--- src/rtl/srtf_preemptive_scheduler_macros.svh ---
// ----------------------------------------------------------------------------
// Assertion macros for the shortest-remaining-time-first scheduler
// Shared property shapes for the concurrent checks in the RTL.
// ----------------------------------------------------------------------------
`ifndef SRTF_PREEMPTIVE_SCHEDULER_MACROS_SVH
`define SRTF_PREEMPTIVE_SCHEDULER_MACROS_SVH

// Same-cycle implication, disabled while reset is asserted.
`define SRTF_ASSERT_NOW(label, clk, rst_n, ante, cons, msg) \
	label: assert property (@(posedge clk) disable iff (!rst_n) (ante) |-> (cons)) \
		else $error(msg);

// Next-cycle implication, disabled while reset is asserted.
`define SRTF_ASSERT_NEXT(label, clk, rst_n, ante, cons, msg) \
	label: assert property (@(posedge clk) disable iff (!rst_n) (ante) |=> (cons)) \
		else $error(msg);

`endif

--- src/rtl/srtf_pkg.sv ---
// ----------------------------------------------------------------------------
// srtf_pkg
// Types and codes shared by the scheduler modules.
// ----------------------------------------------------------------------------
package srtf_pkg;

	// Request kinds.
	localparam logic FUNC_ARRIVE = 1'b0;
	localparam logic FUNC_TICK   = 1'b1;

	// Result status codes.
	localparam logic [1:0] ST_OK        = 2'd0;
	localparam logic [1:0] ST_FULL      = 2'd1;
	localparam logic [1:0] ST_ZERO      = 2'd2;
	localparam logic [1:0] ST_IDLE_TICK = 2'd3;

	typedef struct packed {
		logic        func;
		logic [15:0] burst;
	} req_t;

	typedef struct packed {
		logic [1:0]  status;
		logic [4:0]  job_slot;
		logic        ran;
		logic        finished;
		logic [31:0] current_time;
		logic [31:0] turnaround;
		logic [31:0] waiting;
		logic [47:0] total_turnaround;
		logic [47:0] total_waiting;
		logic [15:0] completed_count;
	} rsp_t;

	// One job table entry as held in the job memory.
	typedef struct packed {
		logic [15:0] rem;
		logic [15:0] burst;
		logic [31:0] stamp;
	} entry_t;

	localparam int ENTRY_W = $bits(entry_t);

	// Running best candidate of a selection scan.
	typedef struct packed {
		logic        found;
		logic [15:0] rem;
		logic [31:0] age;
	} best_t;

endpackage

--- src/rtl/srtf_ram.sv ---
// ----------------------------------------------------------------------------
// srtf_ram
// Generic single-write, single-read memory with a registered read port.
// ----------------------------------------------------------------------------
module srtf_ram #(
	parameter int WIDTH = 64,
	parameter int DEPTH = 32
) (
	input  logic                     clk,
	input  logic                     we,
	input  logic [$clog2(DEPTH)-1:0] waddr,
	input  logic [WIDTH-1:0]         wdata,
	input  logic [$clog2(DEPTH)-1:0] raddr,
	output logic [WIDTH-1:0]         rdata
);

	logic [WIDTH-1:0] mem [DEPTH];

	always_ff @(posedge clk) begin
		if (we) begin
			mem[waddr] <= wdata;
		end
		rdata <= mem[raddr];
	end

endmodule

--- src/rtl/srtf_pick.sv ---
// ----------------------------------------------------------------------------
// srtf_pick
// Shared compare unit: decides whether a table entry beats the current best.
// ----------------------------------------------------------------------------
module srtf_pick (
	input  logic             cand_valid,
	input  srtf_pkg::entry_t cand,
	input  logic [31:0]      time_now,
	input  srtf_pkg::best_t  best,
	output logic             take,
	output srtf_pkg::best_t  cand_best
);

	logic [31:0] age;

	// Age is taken modulo 2^32 so that ordering survives a wrap of the clock.
	assign age = time_now - cand.stamp;

	assign take = cand_valid && (!best.found || (cand.rem < best.rem) ||
		((cand.rem == best.rem) && (age > best.age)));

	always_comb begin
		cand_best.found = 1'b1;
		cand_best.rem   = cand.rem;
		cand_best.age   = age;
	end

endmodule

--- src/rtl/srtf_preemptive_scheduler.sv ---
// ----------------------------------------------------------------------------
// srtf_preemptive_scheduler
// Event-driven preemptive shortest-remaining-time-first job scheduler.
// ----------------------------------------------------------------------------
// Usage: requests come in on req (req_valid / req_stall), one result beat per
// request leaves on rsp (rsp_valid / rsp_stall). An arrive beat (func = 0)
// places a job in the lowest free slot; a tick beat (func = 1) runs one time
// unit of the job with the least remaining time and reports its completion.
// Flow: a zero-burst arrive goes straight to its result. An arrive scans
// the slot valid bits one per cycle up to the first free slot, or to the
// last slot when the table is full. A tick reads the job memory one slot
// per cycle through the shared compare unit, then runs the chosen job; a
// finished job adds the waiting-time and totals steps. One request at a
// time: req_stall stays high until the result is handed to the output
// register. The output register lets a new request start while the previous
// result beat is still stalled; a finished result then waits in its state
// until the output register frees up. At reset all slots are empty, time and
// the totals are zero; the job memory itself is not cleared because only
// entries of slots marked valid are ever used.
// ----------------------------------------------------------------------------
`include "srtf_preemptive_scheduler_macros.svh"

module srtf_preemptive_scheduler #(
	parameter int MAX_JOBS = 32
) (
	input  logic            clk,
	input  logic            arst_n,
	input  logic            req_valid,
	output logic            req_stall,
	input  srtf_pkg::req_t  req,
	output logic            rsp_valid,
	input  logic            rsp_stall,
	output srtf_pkg::rsp_t  rsp
);

	localparam int IW = $clog2(MAX_JOBS);
	localparam logic [IW-1:0] LAST_IDX = IW'(MAX_JOBS - 1);

	// Sequencer states, one-hot.
	typedef enum logic [7:0] {
		S_IDLE   = 8'b0000_0001,  // waiting for a request
		S_ASCAN  = 8'b0000_0010,  // arrive: looking for a free slot
		S_TSCAN  = 8'b0000_0100,  // tick: issuing memory reads per slot
		S_TLAST  = 8'b0000_1000,  // tick: final compare of the last slot
		S_UPDATE = 8'b0001_0000,  // tick: run the chosen job one unit
		S_CALC   = 8'b0010_0000,  // finished job: waiting time
		S_ACCUM  = 8'b0100_0000,  // finished job: running totals
		S_RESULT = 8'b1000_0000   // hand the result to the output register
	} state_t;

	state_t state_q;

	// Control state.
	logic [IW-1:0]       idx_q;
	logic [MAX_JOBS-1:0] slot_valid_q;
	logic [31:0]         time_now_q;
	logic [47:0]         sum_tat_q;
	logic [47:0]         sum_wt_q;
	logic [15:0]         done_cnt_q;
	logic                rsp_valid_q;

	// Scan pipeline: the memory read data arrives in the cycle after the address.
	logic                cmp_en_s1;
	logic                vld_s1;
	logic [IW-1:0]       idx_s1;

	// Best candidate of the current tick scan.
	srtf_pkg::best_t     best_q;
	logic [IW-1:0]       best_idx_q;
	logic [15:0]         best_burst_q;
	logic [31:0]         best_stamp_q;

	// Working registers of the request in flight.
	logic [15:0]         burst_q;
	logic [1:0]          res_status_q;
	logic [IW-1:0]       res_slot_q;
	logic                res_ran_q;
	logic                res_fin_q;
	logic [31:0]         res_tat_q;
	logic [31:0]         res_wt_q;
	srtf_pkg::rsp_t      rsp_q;

	// Job memory and compare unit.
	logic                ram_we;
	logic [IW-1:0]       ram_waddr;
	srtf_pkg::entry_t    ram_wentry;
	logic [srtf_pkg::ENTRY_W-1:0] ram_rdata;
	srtf_pkg::entry_t    rd_entry;
	logic                take;
	srtf_pkg::best_t     cand_best;
	logic                slot_free;
	logic [48:0]         tat_sum;
	logic [48:0]         wt_sum;
	logic                rsp_load;

	assign slot_free = !slot_valid_q[idx_q];

	// The output register takes a new result when it is empty or its beat
	// leaves in this cycle.
	assign rsp_load = (state_q == S_RESULT) && (!rsp_valid_q || !rsp_stall);

	// The job memory is written when an arrive claims a slot and when a tick
	// charges one time unit to the selected job.
	always_comb begin
		ram_we           = 1'b0;
		ram_waddr        = idx_q;
		ram_wentry.rem   = burst_q;
		ram_wentry.burst = burst_q;
		ram_wentry.stamp = time_now_q;
		case (state_q)
			S_ASCAN: begin
				ram_we = slot_free;
			end
			S_UPDATE: begin
				ram_we           = best_q.found;
				ram_waddr        = best_idx_q;
				ram_wentry.rem   = best_q.rem - 16'd1;
				ram_wentry.burst = best_burst_q;
				ram_wentry.stamp = best_stamp_q;
			end
			default: begin
				ram_we = 1'b0;
			end
		endcase
	end

	srtf_ram #(
		.WIDTH (srtf_pkg::ENTRY_W),
		.DEPTH (MAX_JOBS)
	) u_job_ram (
		.clk   (clk),
		.we    (ram_we),
		.waddr (ram_waddr),
		.wdata (ram_wentry),
		.raddr (idx_q),
		.rdata (ram_rdata)
	);

	assign rd_entry = ram_rdata;

	srtf_pick u_pick (
		.cand_valid (cmp_en_s1 && vld_s1),
		.cand       (rd_entry),
		.time_now   (time_now_q),
		.best       (best_q),
		.take       (take),
		.cand_best  (cand_best)
	);

	// Saturating 48-bit accumulation of the finished job's times.
	assign tat_sum = {1'b0, sum_tat_q} + 49'(res_tat_q);
	assign wt_sum  = {1'b0, sum_wt_q} + 49'(res_wt_q);

	always_ff @(posedge clk or negedge arst_n) begin
		if (!arst_n) begin
			state_q      <= S_IDLE;
			idx_q        <= '0;
			slot_valid_q <= '0;
			time_now_q   <= '0;
			sum_tat_q    <= '0;
			sum_wt_q     <= '0;
			done_cnt_q   <= '0;
			rsp_valid_q  <= 1'b0;
			cmp_en_s1    <= 1'b0;
			best_q       <= '0;
		end else begin
			cmp_en_s1 <= (state_q == S_TSCAN);
			if (rsp_load) begin
				rsp_valid_q <= 1'b1;
			end else if (!rsp_stall) begin
				rsp_valid_q <= 1'b0;
			end
			case (state_q)
				S_IDLE: begin
					if (req_valid) begin
						idx_q        <= '0;
						best_q       <= '0;
						res_status_q <= srtf_pkg::ST_OK;
						if (req.func == srtf_pkg::FUNC_TICK) begin
							state_q <= S_TSCAN;
						end else if (req.burst == 16'd0) begin
							res_status_q <= srtf_pkg::ST_ZERO;
							state_q      <= S_RESULT;
						end else begin
							state_q <= S_ASCAN;
						end
					end
				end
				S_ASCAN: begin
					if (slot_free) begin
						slot_valid_q[idx_q] <= 1'b1;
						state_q             <= S_RESULT;
					end else if (idx_q == LAST_IDX) begin
						res_status_q <= srtf_pkg::ST_FULL;
						state_q      <= S_RESULT;
					end else begin
						idx_q <= idx_q + 1'b1;
					end
				end
				S_TSCAN: begin
					if (idx_q == LAST_IDX) begin
						state_q <= S_TLAST;
					end else begin
						idx_q <= idx_q + 1'b1;
					end
				end
				S_TLAST: begin
					state_q <= S_UPDATE;
				end
				S_UPDATE: begin
					time_now_q <= time_now_q + 32'd1;
					if (!best_q.found) begin
						res_status_q <= srtf_pkg::ST_IDLE_TICK;
						state_q      <= S_RESULT;
					end else if (best_q.rem == 16'd1) begin
						slot_valid_q[best_idx_q] <= 1'b0;
						state_q                  <= S_CALC;
					end else begin
						state_q <= S_RESULT;
					end
				end
				S_CALC: begin
					state_q <= S_ACCUM;
				end
				S_ACCUM: begin
					sum_tat_q <= tat_sum[48] ? '1 : tat_sum[47:0];
					sum_wt_q  <= wt_sum[48] ? '1 : wt_sum[47:0];
					if (done_cnt_q != 16'hFFFF) begin
						done_cnt_q <= done_cnt_q + 16'd1;
					end
					state_q <= S_RESULT;
				end
				S_RESULT: begin
					if (rsp_load) begin
						state_q <= S_IDLE;
					end
				end
				default: begin
					state_q <= S_IDLE;
				end
			endcase
			// Fold each read slot into the running best as its data returns.
			if (take) begin
				best_q <= cand_best;
			end
		end
	end

	// Payload registers: no reset needed.
	always_ff @(posedge clk) begin
		vld_s1 <= slot_valid_q[idx_q];
		idx_s1 <= idx_q;
		if (take) begin
			best_idx_q   <= idx_s1;
			best_burst_q <= rd_entry.burst;
			best_stamp_q <= rd_entry.stamp;
		end
		case (state_q)
			S_IDLE: begin
				if (req_valid) begin
					burst_q    <= req.burst;
					res_slot_q <= '0;
					res_ran_q  <= 1'b0;
					res_fin_q  <= 1'b0;
					res_tat_q  <= '0;
					res_wt_q   <= '0;
				end
			end
			S_ASCAN: begin
				if (slot_free) begin
					res_slot_q <= idx_q;
				end
			end
			S_UPDATE: begin
				res_ran_q <= best_q.found;
				// Stored remaining time is at least one while a slot is valid.
				res_fin_q <= best_q.found && (best_q.rem == 16'd1);
				res_tat_q <= time_now_q + 32'd1 - best_stamp_q;
				if (best_q.found) begin
					res_slot_q <= best_idx_q;
				end
			end
			S_CALC: begin
				res_wt_q <= res_tat_q - 32'(best_burst_q);
			end
			S_RESULT: begin
				if (rsp_load) begin
					rsp_q.status           <= res_status_q;
					rsp_q.job_slot         <= 5'(res_slot_q);
					rsp_q.ran              <= res_ran_q;
					rsp_q.finished         <= res_fin_q;
					rsp_q.current_time     <= time_now_q;
					rsp_q.turnaround       <= res_fin_q ? res_tat_q : 32'd0;
					rsp_q.waiting          <= res_fin_q ? res_wt_q : 32'd0;
					rsp_q.total_turnaround <= sum_tat_q;
					rsp_q.total_waiting    <= sum_wt_q;
					rsp_q.completed_count  <= done_cnt_q;
				end
			end
			default: begin
				res_slot_q <= res_slot_q;
			end
		endcase
	end

	assign req_stall = (state_q != S_IDLE);
	assign rsp_valid = rsp_valid_q;
	assign rsp       = rsp_q;

	// A finished job must be a job that ran, reported with status ok.
	`SRTF_ASSERT_NOW(a_fin_ran, clk, arst_n, rsp_valid && rsp.finished, rsp.ran && (rsp.status == srtf_pkg::ST_OK), "finished job reported without running")
	// An accepted tick starts the selection scan.
	`SRTF_ASSERT_NEXT(a_tick_scan, clk, arst_n, req_valid && !req_stall && (req.func == srtf_pkg::FUNC_TICK), state_q == S_TSCAN, "tick did not start a scan")
	// Every tick advances time by exactly one unit.
	`SRTF_ASSERT_NEXT(a_time_step, clk, arst_n, state_q == S_UPDATE, time_now_q == $past(time_now_q) + 32'd1, "time did not advance by one")
	// The job memory is never written while a scan reads it.
	`SRTF_ASSERT_NOW(a_no_wr_scan, clk, arst_n, ram_we, (state_q != S_TSCAN) && (state_q != S_TLAST), "job memory written during scan")

endmodule
--- config.mk ---
export PLATFORM = sky130hd
export DESIGN_NAME = srtf_preemptive_scheduler
export DESIGN_NICKNAME = d
export VERILOG_FILES = /design/src/rtl/srtf_pkg.sv /design/src/rtl/srtf_ram.sv /design/src/rtl/srtf_pick.sv /design/src/rtl/srtf_preemptive_scheduler.sv
export VERILOG_INCLUDE_DIRS = /design/src /design/src/rtl
export SDC_FILE = /design/constraint.sdc
export NUM_CORES = 2
export LEC_CHECK = 0
export BUFFER_PORTS_ARGS = -buffer_cell sky130_fd_sc_hd__buf_2
export CORE_ASPECT_RATIO = 0.75
export CORE_MARGIN = 3
export CORE_UTILIZATION = 50
export CTS_BUF_LIST = sky130_fd_sc_hd__clkbuf_2
export CTS_CLUSTER_SIZE = 20
export DETAILED_ROUTE_END_ITERATION = 8
export GPL_TIMING_DRIVEN = 0
export PLACE_DENSITY = 0.71
export SKIP_LAST_GASP = 1
export SYNTH_ARGS = -nofsm -noshare
export SYNTH_HDL_FRONTEND = slang
export SYNTH_HIERARCHICAL = 1
export SYNTH_SLANG_ARGS = --single-unit
--- constraint.sdc ---
create_clock -name clk -period 19.2 [get_ports clk]
set_input_delay 0.96 -clock clk [delete_from_list [all_inputs] [get_ports clk]]
set_output_delay 0.96 -clock clk [all_outputs]
set_load 0.005 [all_outputs]
==> results.tsv <==
stage	metric	value	unit
worst_setup_path	cp.arrival	10.65	ns
floorplanning	num_io_pins	240	
clock_tree	cts_buffers	613	
route	drt_iter0_markers	10600	
floorplanning	die_w	551	um
floorplanning	start_util	0.505	
sta	finalHoldViolCount	0	
synthesis	synthFlopType	edfxtp_1	
worst_setup_path	setup.worst_path.class	flip-flop to flip-flop	
floorplanning	die_h	415	um
synthesis	syn_nets	6359	
clock_tree	ctsHtreeMaxLevel	6	
sta	finClkSkew	0.146	ns
synthesis	yosysSeqAreaShare	0.716	
clock_tree	clock_sinks	2717	
route	postRouteWirelength	331000	um
layout	drive_above_1_share	0.313	
sta	drv_slew	11	
synthesis	synth-xor-area-share	0.0184	
worst_setup_path	setup.worst_path.start	time_now_q[0]$_DFFE_PN0P_	
route	antenna_left	0	
sta	rsz0062_at_grt	false	
synthesis	synth_top_family_by_area	multiplexers	
synthesis	synth_cell_types	106	
floorplanning	rows	149	
place	port_buffers	239	
sta	relSlewSlack	-0.00873	
sta	worst_pin_slew	1.51	ns
synthesis	syn_avg_cell_area	18.2	sq um
sta	clock.fmax	110	MHz
worst_setup_path	r2r-end	best_q[37]$_DFFE_PN0P_	
grt	grt_max_degree	98	
hold_path	min_from	req[6]	
floorplanning	core	221000	sq um
power_and_ir_drop	p_per_area	110	nW/um^2
grt	antenna_found_initial	17	
worst_setup_path	cp_slowest_cell	clkbuf_1	
worst_setup_path	worst-r2r-setup-slack	10.09	ns
worst_setup_path	r2r_cells	23	
synthesis	synth-simple-area-share	0.0436	
route	drt_first_pass_iters	7	
route	vias	66400	
sta	post-route-period-util	0.475	
place	globalplace.congestion	0.907	
sta	fin_setup_tns	0	ns
place	dpl_cell_area	121000	sq um
worst_setup_path	path_cells	inv_1 > ha_1 > fa_1 > nand2b_1 > a21oi_1 > o21ai_1 > a311oi_2 > o21ai_1 > o21ai_1 > xor2_1 > ha_1 > and4_1 > nand4_1 > nor4_1 > a2111oi_2 > buf_6 > o21ai_4 > buf_16 > clkbuf_1 > clkbuf_1 > clkbuf_1 > nand2_1 > o21ai_0	
power_and_ir_drop	p_clk_frac	0.266	
synthesis	yosys_warnings	6	
clock_tree	path_clk_slew	0.11	ns
synthesis	synth-edff-count	2407	
synthesis	ys_seq_elements	2717	
layout	final_area	127000	sq um
flow_run	drv_cap	1	
hold_path	hold_depth	2	
clock_tree	insertion_delay	1.69	ns
route	avgRoutedWirePerCell	31.1	um
route	drc	0	
power_and_ir_drop	p_sw	4.41	mW
layout	nNetsFinal	7444	
clock_tree	cts-root-buf	clkbuf_2	
grt	grt_overflow	0	
outcome	violations	capacitance limit, slew limit	
clock_tree	tritoncts	built	
synthesis	synthArstFlopShare	0.0883	
power_and_ir_drop	p_leak	44.6	nW
layout	most-common-layout-cells	edfxtp_1 (2,407), clkbuf_2 (973), mux4_2 (608)	
power_and_ir_drop	power	14.0	mW
hold_path	hp-class	input pin to flip-flop	
grt	grt_pass1_vias	64300	
layout	area_growth	14.1	%
worst_setup_path	crit-reg2reg-launch	time_now_q[0]$_DFFE_PN0P_	
grt	grt_pass1_wl	468000	um
synthesis	synth_compound_area_frac	0.0461	
outcome	outcome	complete, but fails checks	
grt	grt_use_total	0.288	
worst_setup_path	cp-start-kind	flip-flop	
sta	period_minus_slack	9.11	ns
power_and_ir_drop	seq_power_share	0.502	
floorplanning	die_area	228000	sq um
sta	finalSetupViolCount	0	
synthesis	synthAdderAreaFrac	0.0234	
worst_setup_path	cp-end-kind	flip-flop	
power_and_ir_drop	internal_power	9.57	mW
synthesis	synth.area.mux_share	0.136	
worst_setup_path	slowest_delay	1.03	ns
route	via_per_inst	6.23	
worst_setup_path	crit_fanout	19	
power_and_ir_drop	swShare	0.315	
clock_tree	clockBufferDepth	4	
hold_path	holdPathEnd	burst_q[6]$_DFFE_PP_	
power_and_ir_drop	ir_drop	0.0000689	V
synthesis	synth_cells	6133	
power_and_ir_drop	p_comb_frac	0.232	
place	hpwl	231000	um
synthesis	syn_area	111000	sq um
worst_setup_path	cp.required	20.73	ns
layout	final_common_cell	edfxtp_1	
cell usage after synthesis, types with 7 or more instances:
cell type / instances / area share
a31oi_1: 21 / 0.0012
a221oi_1: 14 / 0.0011
and3_1: 37 / 0.0021
or3_1: 13 / 0.00073
mux2_2: 80 / 0.0081
nand2_1: 376 / 0.013
edfxtp_1: 2407 / 0.65
and2_1: 86 / 0.0048
nand4_1: 44 / 0.0025
o22ai_1: 16 / 0.00090
o221ai_1: 7 / 0.00055
clkbuf_1: 132 / 0.0044
nand3_1: 65 / 0.0029
nor4_1: 14 / 0.00079
o21ai_0: 233 / 0.010
nand3b_1: 18 / 0.0012
ha_1: 200 / 0.022
a21o_1: 75 / 0.0051
o21ai_1: 26 / 0.0012
xnor2_1: 131 / 0.010
mux2i_1: 40 / 0.0036
mux4_2: 608 / 0.12
dfxtp_1: 70 / 0.013
or2_2: 7 / 0.00039
nand2b_1: 15 / 0.00084
buf_2: 71 / 0.0032
nor3_1: 42 / 0.0019
inv_1: 169 / 0.0057
buf_6: 9 / 0.00091
nor2_1: 233 / 0.0079
xor2_1: 103 / 0.0081
o21bai_1: 10 / 0.00067
and4_1: 7 / 0.00055
o31a_1: 7 / 0.00055
nor2b_1: 23 / 0.0013
a211oi_1: 19 / 0.0013
buf_1: 23 / 0.00078
dfrtp_1: 239 / 0.054
o211ai_1: 22 / 0.0015
a21oi_1: 164 / 0.0074
o21a_1: 27 / 0.0018
o22a_1: 64 / 0.0050
buf_4: 34 / 0.0023
per-stage QoR:
stage	worst slack (ns)	cells	hold slack (ns)	util
after floorplan	6.89	6133	0.386	-
after global placement	1.83	9316	0.388	0.527
after detailed placement	10.40	9507	0.389	0.548
after CTS	10.35	10600	0.00949	0.575
after global routing	9.76	10600	0.0492	0.576
final	10.09	10700	0.165	0.576
kinds of logic after synthesis:
| logic type | count (synthesis) |
|---|---|
| other cells | 1 |
| buf+inv | 440 |
| mux | 733 |
| fa+ha+maj | 205 |
| flops | 2717 |
| simple gates | 1019 |
| xor+xnor | 234 |
| compound gates | 784 |
worst max-delay path by stage:
stage                                   endpoint  slack [ns]  cells past startpoint
after global placement        rsp[195]$_DFFE_PP_        1.83                      5
after floorplan                 rsp[0]$_DFFE_PP_        6.89                      5
after detailed placement  best_q[26]$_DFFE_PN0P_       10.40                     23
after CTS                 best_q[37]$_DFFE_PN0P_       10.35                     23
final                     best_q[37]$_DFFE_PN0P_       10.09                     23
after global routing      best_q[37]$_DFFE_PN0P_        9.76                     23
critical path, delay by kind of cell, from the launching register on:
kind	cells	cell delay, ns
AO/OA/AOI/OAI	8	2.24
XOR/XNOR	1	0.11
adder cells (fa/ha/maj)	3	0.98
buffers and inverters	6	3.45
flip-flops	1	0.73
AND/OR/NAND/NOR	5	1.46
registers in the layout, summed over array words and instances (netlist names), 2 cells and up:
| register | count |
|---|---|
| slot_valid_q | 32 |
| res_slot_q | 5 |
| res_status_q | 2 |
| burst_q | 16 |
| res_wt_q | 32 |
| done_cnt_q | 16 |
| best_burst_q | 16 |
| time_now_q | 32 |
| best_stamp_q | 32 |
| sum_tat_q | 48 |
| u_job_ram/rdata | 64 |
| u_job_ram/mem | 2048 |
| res_tat_q | 32 |
| sum_wt_q | 48 |
| rsp | 217 |
| state_q | 8 |
| idx_q | 5 |
| best_idx_q | 5 |
| best_q | 49 |
| idx_s1 | 5 |
routing by layer:
| metal | vias to the layer above | GRT usage | part of all wire | wire [um] |
|---|---|---|---|---|
| li1 | 27000 | - | - | - |
| met1 | 33900 | 0.438 | 0.39 | 131000 |
| met2 | 4942 | 0.392 | 0.42 | 139000 |
| met3 | 557 | 0.101 | 0.16 | 51600 |
| met4 | 6 | 0.0861 | 0.029 | 9610 |
| met5 | - | 0 | 0.00015 | 49 |
power by group through the flow:
stage	logic, mW	registers (mW)	clock network, mW
5_1_grt	3.44	7.03	4.09
3_3_place_gp	3.00	7.19	0
2_1_floorplan	2.08	7.02	0
3_5_place_dp	3.17	7.14	0
4_1_cts	3.19	7.01	3.78
6_report	3.24	7.02	3.72
repair_timing:
| item | 4_1_cts | 5_1_grt |
|---|---|---|
| hold buffers | 40 | 0 |
| endpoints found under the hold margin | 303 | 0 |
| buffers inserted | 0 | 0 |
| resized for setup | 0 | 0 |
layout make-up:
cell class | count | area [sq um]
flip-flops and latches | 2717 | 79700
inverters | 171 | 642
fillers | 16600 | 93700
well taps | 2944 | 3680
repair buffers | 470 | 5820
clock inverters | 126 | 791
clock buffers | 968 | 4840
diodes | 15 | 37.5
multi-input cells | 2976 | 30300
plain buffers | 269 | 1300
Note: power is estimated with default switching activity, not from simulation.
